**config.mk**
```make
export PLATFORM = sky130hd
export DESIGN_NAME = pme_divsqrt
export DESIGN_NICKNAME = d
export VERILOG_FILES = /design/src/design/pme_divsqrt.sv
export SDC_FILE = /design/constraint.sdc
export NUM_CORES = 1
export LEC_CHECK = 0
export CAP_MARGIN = 0
export CORE_UTILIZATION = 64
export DETAILED_ROUTE_END_ITERATION = 16
export DONT_BUFFER_PORTS = 1
export PLACE_DENSITY = 0.91
export SETUP_SLACK_MARGIN = 0.2
export SLEW_MARGIN = 25
export SYNTH_ARGS = -nofsm -noshare
export SYNTH_HDL_FRONTEND = slang
export SYNTH_SLANG_ARGS = --single-unit
```
**constraint.sdc**
```tcl
create_clock -name clk -period 9.71 [get_ports clk]
set_input_delay 2.4275 -clock clk [delete_from_list [all_inputs] [get_ports clk]]
set_output_delay 2.4275 -clock clk [all_outputs]
set_load 0.05 [all_outputs]
```
**src/design/pme_divsqrt.sv**
```systemverilog
module pme_divsqrt (
  input  logic        clk,
  input  logic        rst,
  input  logic        start,
  input  logic        sqrt_op,
  input  logic [63:0] num,
  input  logic [63:0] den,
  output logic        done,
  output logic [63:0] res
);

  logic [6:0]  cnt;
  logic        busy;
  logic        op;
  logic [63:0] rem;
  logic [63:0] n;
  logic [63:0] d;
  logic [63:0] q;
  logic [63:0] bitv;
  logic [64:0] trial;
  logic [63:0] sq_sum;

  always_comb begin
    trial = {1'b0, rem[62:0], n[63]} - {1'b0, d};
    sq_sum = q + bitv;
  end

  always_ff @(posedge clk) begin
    if (rst) begin
      busy <= 1'b0;
      done <= 1'b0;
      cnt <= '0;
    end else begin
      done <= 1'b0;
      if (start) begin
        busy <= 1'b1;
        op <= sqrt_op;
        rem <= '0;
        n <= num;
        d <= den;
        q <= '0;
        bitv <= 64'h4000_0000_0000_0000;
        cnt <= sqrt_op ? 7'd32 : 7'd64;
      end else if (busy) begin
        if (op) begin
          if (n >= sq_sum) begin
            n <= n - sq_sum;
            q <= (q >> 1) + bitv;
          end else begin
            q <= q >> 1;
          end
          bitv <= bitv >> 2;
        end else begin
          n <= n << 1;
          if (!trial[64]) begin
            rem <= trial[63:0];
            q <= {q[62:0], 1'b1};
          end else begin
            rem <= {rem[62:0], n[63]};
            q <= {q[62:0], 1'b0};
          end
        end
        cnt <= cnt - 7'd1;
        if (cnt == 7'd1) begin
          busy <= 1'b0;
          done <= 1'b1;
        end
      end
    end
  end

  assign res = q;

endmodule

```
After elaboration in Yosys (flattened, before gate mapping):

Cells that the tools add are included.
Widths: inputs -> output; s select.

* input port bits: 132
* output and inout bits: 65
* logic and storage cells: 48
* flip-flop bits (word level): 329

* $lt $le $gt $ge: 1
* eq/ne operators: 3
* reduce and logical (&&, ||, !) cells: 8
* mux-type cells: 20
* add/sub/neg operators: 5
* bitwise gates (word level): 2

Operator list (number)
* $mux 64: 9
* $mux 63: 3
* $sub 64x64->65: 1
* $add 63x64->64: 1
* $add 64x64->64: 1
* $ge 64x64->1: 1
* $sub 64x64->64: 1
* $mux 7: 3
* $reduce_and 3->1: 3
* $eq 7x1->1 const B: 1
* $sub 7x1->7 const B: 1
* $mux 1: 5
* $reduce_and 2->1: 2
* $reduce_bool 2->1: 2
* $ne 3x2->1 const B: 1
* $reduce_or 3->1: 1
* $ne 2x2->1 const B: 1
* $not 1->1: 2

Depth between registers and ports, before layout:

* depth in word-level cells: 6
* mapped depth: 27

Worst setup path after synthesis:

OpenSTA, ideal clock, no wires.

* kind: flip-flop to flip-flop
* from: reg q[2], in the netlist res[2]
* to: reg n[0], enable pin
* stages on the path, launching flop included: 24
* period minus slack after synthesis: 8.670 ns
* arrival: 8.163 ns
* slack: 1.040 ns
* buffers on the path: 2
* path through: edfxtp_1 -> ha_1 -> a31o_2 -> a31oi_1 -> nor3_1 -> o21ai_0 -> a21oi_1 -> o21ai_0 -> o21ai_0 -> a31o_2 -> a31oi_1 -> o21bai_1 -> xnor2_1 -> ha_1 -> a21oi_1 -> o21ai_0 -> nor3b_1 -> or2_2 -> a2111oi_0 -> nor2_1 -> a31oi_1 -> clkbuf_1 -> buf_1 -> a21oi_1

* cells in the longest elaborated chain, start to end: 4

RTL lines
* start: declaration: RTL line 18 `logic [63:0] q;`
* start signal: assignment: RTL line 48 `q <= (q >> 1) + bitv;`
* start signal: assignment: RTL line 50 `q <= q >> 1;`
* start signal: assignment: RTL line 57 `q <= {q[62:0], 1'b1};`
* $add 64x64->64: RTL line 25 `sq_sum = q + bitv;`
* $ge 64x64->1: RTL line 46 `if (n >= sq_sum) begin`
* $ne 3x2->1 (no source line)
* $reduce_and 3->1 (no source line)
* end signal: assignment: RTL line 39 `n <= num;`
* end signal: assignment: RTL line 47 `n <= n - sq_sum;`
* end signal: assignment: RTL line 54 `n <= n << 1;`
* end: declaration: RTL line 16 `logic [63:0] n;`

Every way passes these cells.
A chain may end at the register's enable or synchronous reset.

Final worst setup path:

* from: reg q[2], in the netlist res[2]
* to: reg q[20], in the netlist res[20], data pin

* cells in the longest elaborated chain, start to end: 5

RTL lines
* $add 64x64->64: RTL line 25
* $ge 64x64->1: RTL line 46
* $mux 64 *: RTL line 46
* $mux 64 *: RTL line 45 `if (op) begin`
* $mux 64 *: RTL line 44 `end else if (busy) begin`

Mark *: on every way between the ends. The rest lies on a longest branch, timed or not. The select of a mux whose other input is x is not followed.

==> flow_summary.json <==
{
  "fillers": 2978,
  "fin_ws_ps": 1950,
  "gr-total-overflow": 0,
  "crit_slowest_cell": "a31oi_4",
  "path_clk_slew_ps": 60,
  "final-seq-area_mm2": 0.00883,
  "r2r_start": "res[2]",
  "fin_crit_ps": 7760,
  "wl_um": 68300,
  "crit_buf_inv": 1,
  "worstRegToRegCells": 24,
  "htree_levels": 2,
  "endpoint_kind": "flip-flop",
  "power_mw": 4.92,
  "period_share_pct": 79.9,
  "numCtsBuffers": 36,
  "yosysWarnings": 0,
  "final_cell_mix": "344 x nand2_1, 288 x edfxtp_1, 244 x o21ai_0",
  "via_count": 22098,
  "clockBufferDepth": 3,
  "chipHeight_um": 199,
  "num_antenna_cells": 0,
  "path_delay_family": "compound AO/OA/AOI/OAI gates",
  "synth-async-reset-ratio_pct": 0,
  "min_path_type": "reg2reg",
  "syn2layout_area_growth_pct": 5.73,
  "synth_edf_count": 288,
  "cts_sinks": 297,
  "hold_violations": 0,
  "met1_usage_pct": 45.1,
  "drc": 0,
  "vdd_ir_drop_max_uv": 176,
  "root_buffer": "clkbuf_16",
  "setup_viol": 0,
  "rrSetupSlack_ps": 1950,
  "cts_resized": 0,
  "fin_skew_ps": 28.1,
  "track_usage_pct": 34.4,
  "max-cap-violations": 0,
  "rsz0062_at_grt": "no",
  "ys_seq_elements": 297,
  "wl_per_cell_um": 20.7,
  "syn_area_mm2": 0.0248,
  "gp_congestion": 0.998,
  "ys.flop_type": "edfxtp_1",
  "fin_tns_setup_ps": 0,
  "critPathMaxStageDelay_ps": 870,
  "cp_common_cell": "o21ai_0",
  "top_usage_layer": "met2",
  "ios": 197,
  "layout.nets": 3095,
  "required_ps": 10000,
  "dp_slack_ps": 2100,
  "worstSkewPairLatency_ps": 570,
  "drive_gt1_share_pct": 4.23,
  "cts_tree": "built",
  "max_slew_margin_pct": 26.6,
  "drv_slew": 0,
  "hold_path_startpoint": "cnt[1]",
  "first_pass_iters": 7,
  "status": "finished clean",
  "worstHoldPathCells": 2,
  "postCtsHoldBufs": 0,
  "critical_path.cell_chain": "ha_1 > a31o_2 > a31oi_1 > nor3_1 > o21ai_0 > a21oi_1 > o21ai_0 > o21ai_0 > a31o_2 > a31oi_1 > o21bai_1 > xnor2_1 > ha_1 > a21oi_1 > o21ai_0 > nor3b_1 > or2_2 > a2111oi_0 > nor2_1 > a31oi_4 > buf_4 > nor2_1 > a21oi_1 > a211oi_1",
  "yosysUniqueCellTypes": 79,
  "vias_per_cell": 6.69,
  "worstMarginPinSlew_ps": 1100,
  "numPortBuffers": 0,
  "r2r_end": "res[20]",
  "critPathMaxFanout": 42,
  "drt_iter0_drc": 1858,
  "crit_arrival_ps": 8050,
  "multi_input_area_mm2": 0.0150,
  "synthCells": 2854,
  "syn_area_per_cell_um2": 8.69,
  "ant_nets": 0,
  "power_density_mw_per_mm2": 188,
  "start_util_pct": 65.4,
  "cp-start-kind": "flip-flop",
  "layout_commonest_cell": "nand2_1",
  "worstHoldEndpoint": "cnt[1]",
  "grt_max_degree": 226,
  "gr-usage-met3_pct": 5.93,
  "core_mm2": 0.0379,
  "grt_pass1_vias": 20823,
  "utilization_pct": 69.1,
  "p_leak_nw": 10.1,
  "hpwl_um": 49800,
  "grt_antenna_before_repair": 0,
  "rows": 71,
  "die_w_um": 199,
  "syn_nets": 3184,
  "met2_usage_pct": 55.3,
  "fmaxAchievable_mhz": 129,
  "cts_setup_buffers": 0,
  "crit_type": "reg2reg",
  "grt_pass1_wl_um": 108000,
  "ys_seq_area_share_pct": 35.6,
  "die_area_mm2": 0.0395
}
## cell type report
| type | instances | share of cell area [%] |
|---|---|---|
| Clock buffer | 37 | 3.45 |
| Clock inverter | 27 | 0.959 |
| Inverter | 115 | 1.65 |
| Multi-Input combinational cell | 2295 | 57.3 |
| Sequential cell | 297 | 33.7 |
| Tap cell | 511 | 2.44 |
| Timing Repair Buffer | 20 | 0.573 |
## sequential cells by signal, summed over array words and instances (netlist names)
signal,count
res,64
n,64
busy,1
d,64
rem,63
bitv,32
op,1
done,1
cnt,7
## cells by family after synthesis
family | Yosys count | synth area share (%)
AND/OR/NAND/NOR | 912 | 17.1
AO/OA/AOI/OAI | 897 | 22.6
flip-flops | 297 | 35.6
XOR/XNOR | 226 | 7.98
buffers and inverters | 262 | 4.11
multiplexers | 62 | 2.51
adder cells (fa/ha/maj) | 198 | 10.0
## synth_stat cells (42+ instances only)
library cell | count | area (um^2)
a211oi_1 | 46 | 345
a21o_1 | 67 | 503
a21oi_1 | 244 | 1220
a31oi_1 | 74 | 463
clkbuf_1 | 118 | 443
edfxtp_1 | 288 | 8650
ha_1 | 196 | 2450
inv_1 | 115 | 432
mux2i_1 | 60 | 601
nand2_1 | 344 | 1290
nand3_1 | 60 | 300
nand4_1 | 60 | 375
nor2_1 | 222 | 833
nor2b_1 | 64 | 400
o21ai_0 | 244 | 1220
o21bai_1 | 42 | 315
xnor2_1 | 119 | 1040
xor2_1 | 107 | 937
## stage by stage
stage / hold WS (ps) / instance area [um^2] / std cells
floorplan: 471 / 24800 / 2854
global placement: 481 / 25100 / 3238
detailed placement: 492 / 25100 / 3238
CTS: 497 / 26200 / 3302
global route: 515 / 26200 / 3302
finish: 499 / 26200 / 3302
## where the power goes
group / internal, mW / switching [mW] / leakage, nW
Clock: 0.766 / 0.572 / 0.558
Combinational: 0.707 / 1.11 / 6.70
Sequential: 1.56 / 0.204 / 2.83
Total: 3.03 / 1.89 / 10.1
## metal layers
metal  vias to the layer above  wire length [um]
li1                      10370                 -
met3                       219              6610
met5                         -                 0
met1                     10362             27800
met2                      1147             31000
met4                         0              2930
## worst register-to-register path: stages, from the launching register on
cell and delay [ps]:
edfxtp_1 750, ha_1 380, a31o_2 240, a31oi_1 360, nor3_1 110, o21ai_0 350
a21oi_1 160, o21ai_0 480, o21ai_0 320, a31o_2 340, a31oi_1 250, o21bai_1 120
xnor2_1 130, ha_1 380, a21oi_1 190, o21ai_0 120, nor3b_1 180, or2_2 310
a2111oi_0 400, nor2_1 140, a31oi_4 870, buf_4 530, nor2_1 140, a21oi_1 160
a211oi_1 90
## worst max path at each step
stage	slack [ps]	end	startpoint	cells past startpoint
floorplan	1040	n[0]	res[2]	23
global placement	2410	res[16]	res[2]	24
detailed placement	2100	res[20]	res[2]	24
CTS	2100	res[20]	res[2]	24
global route	1450	res[15]	res[12]	22
finish	1950	res[20]	res[2]	24
Note: power is estimated with default switching activity, not from simulation.
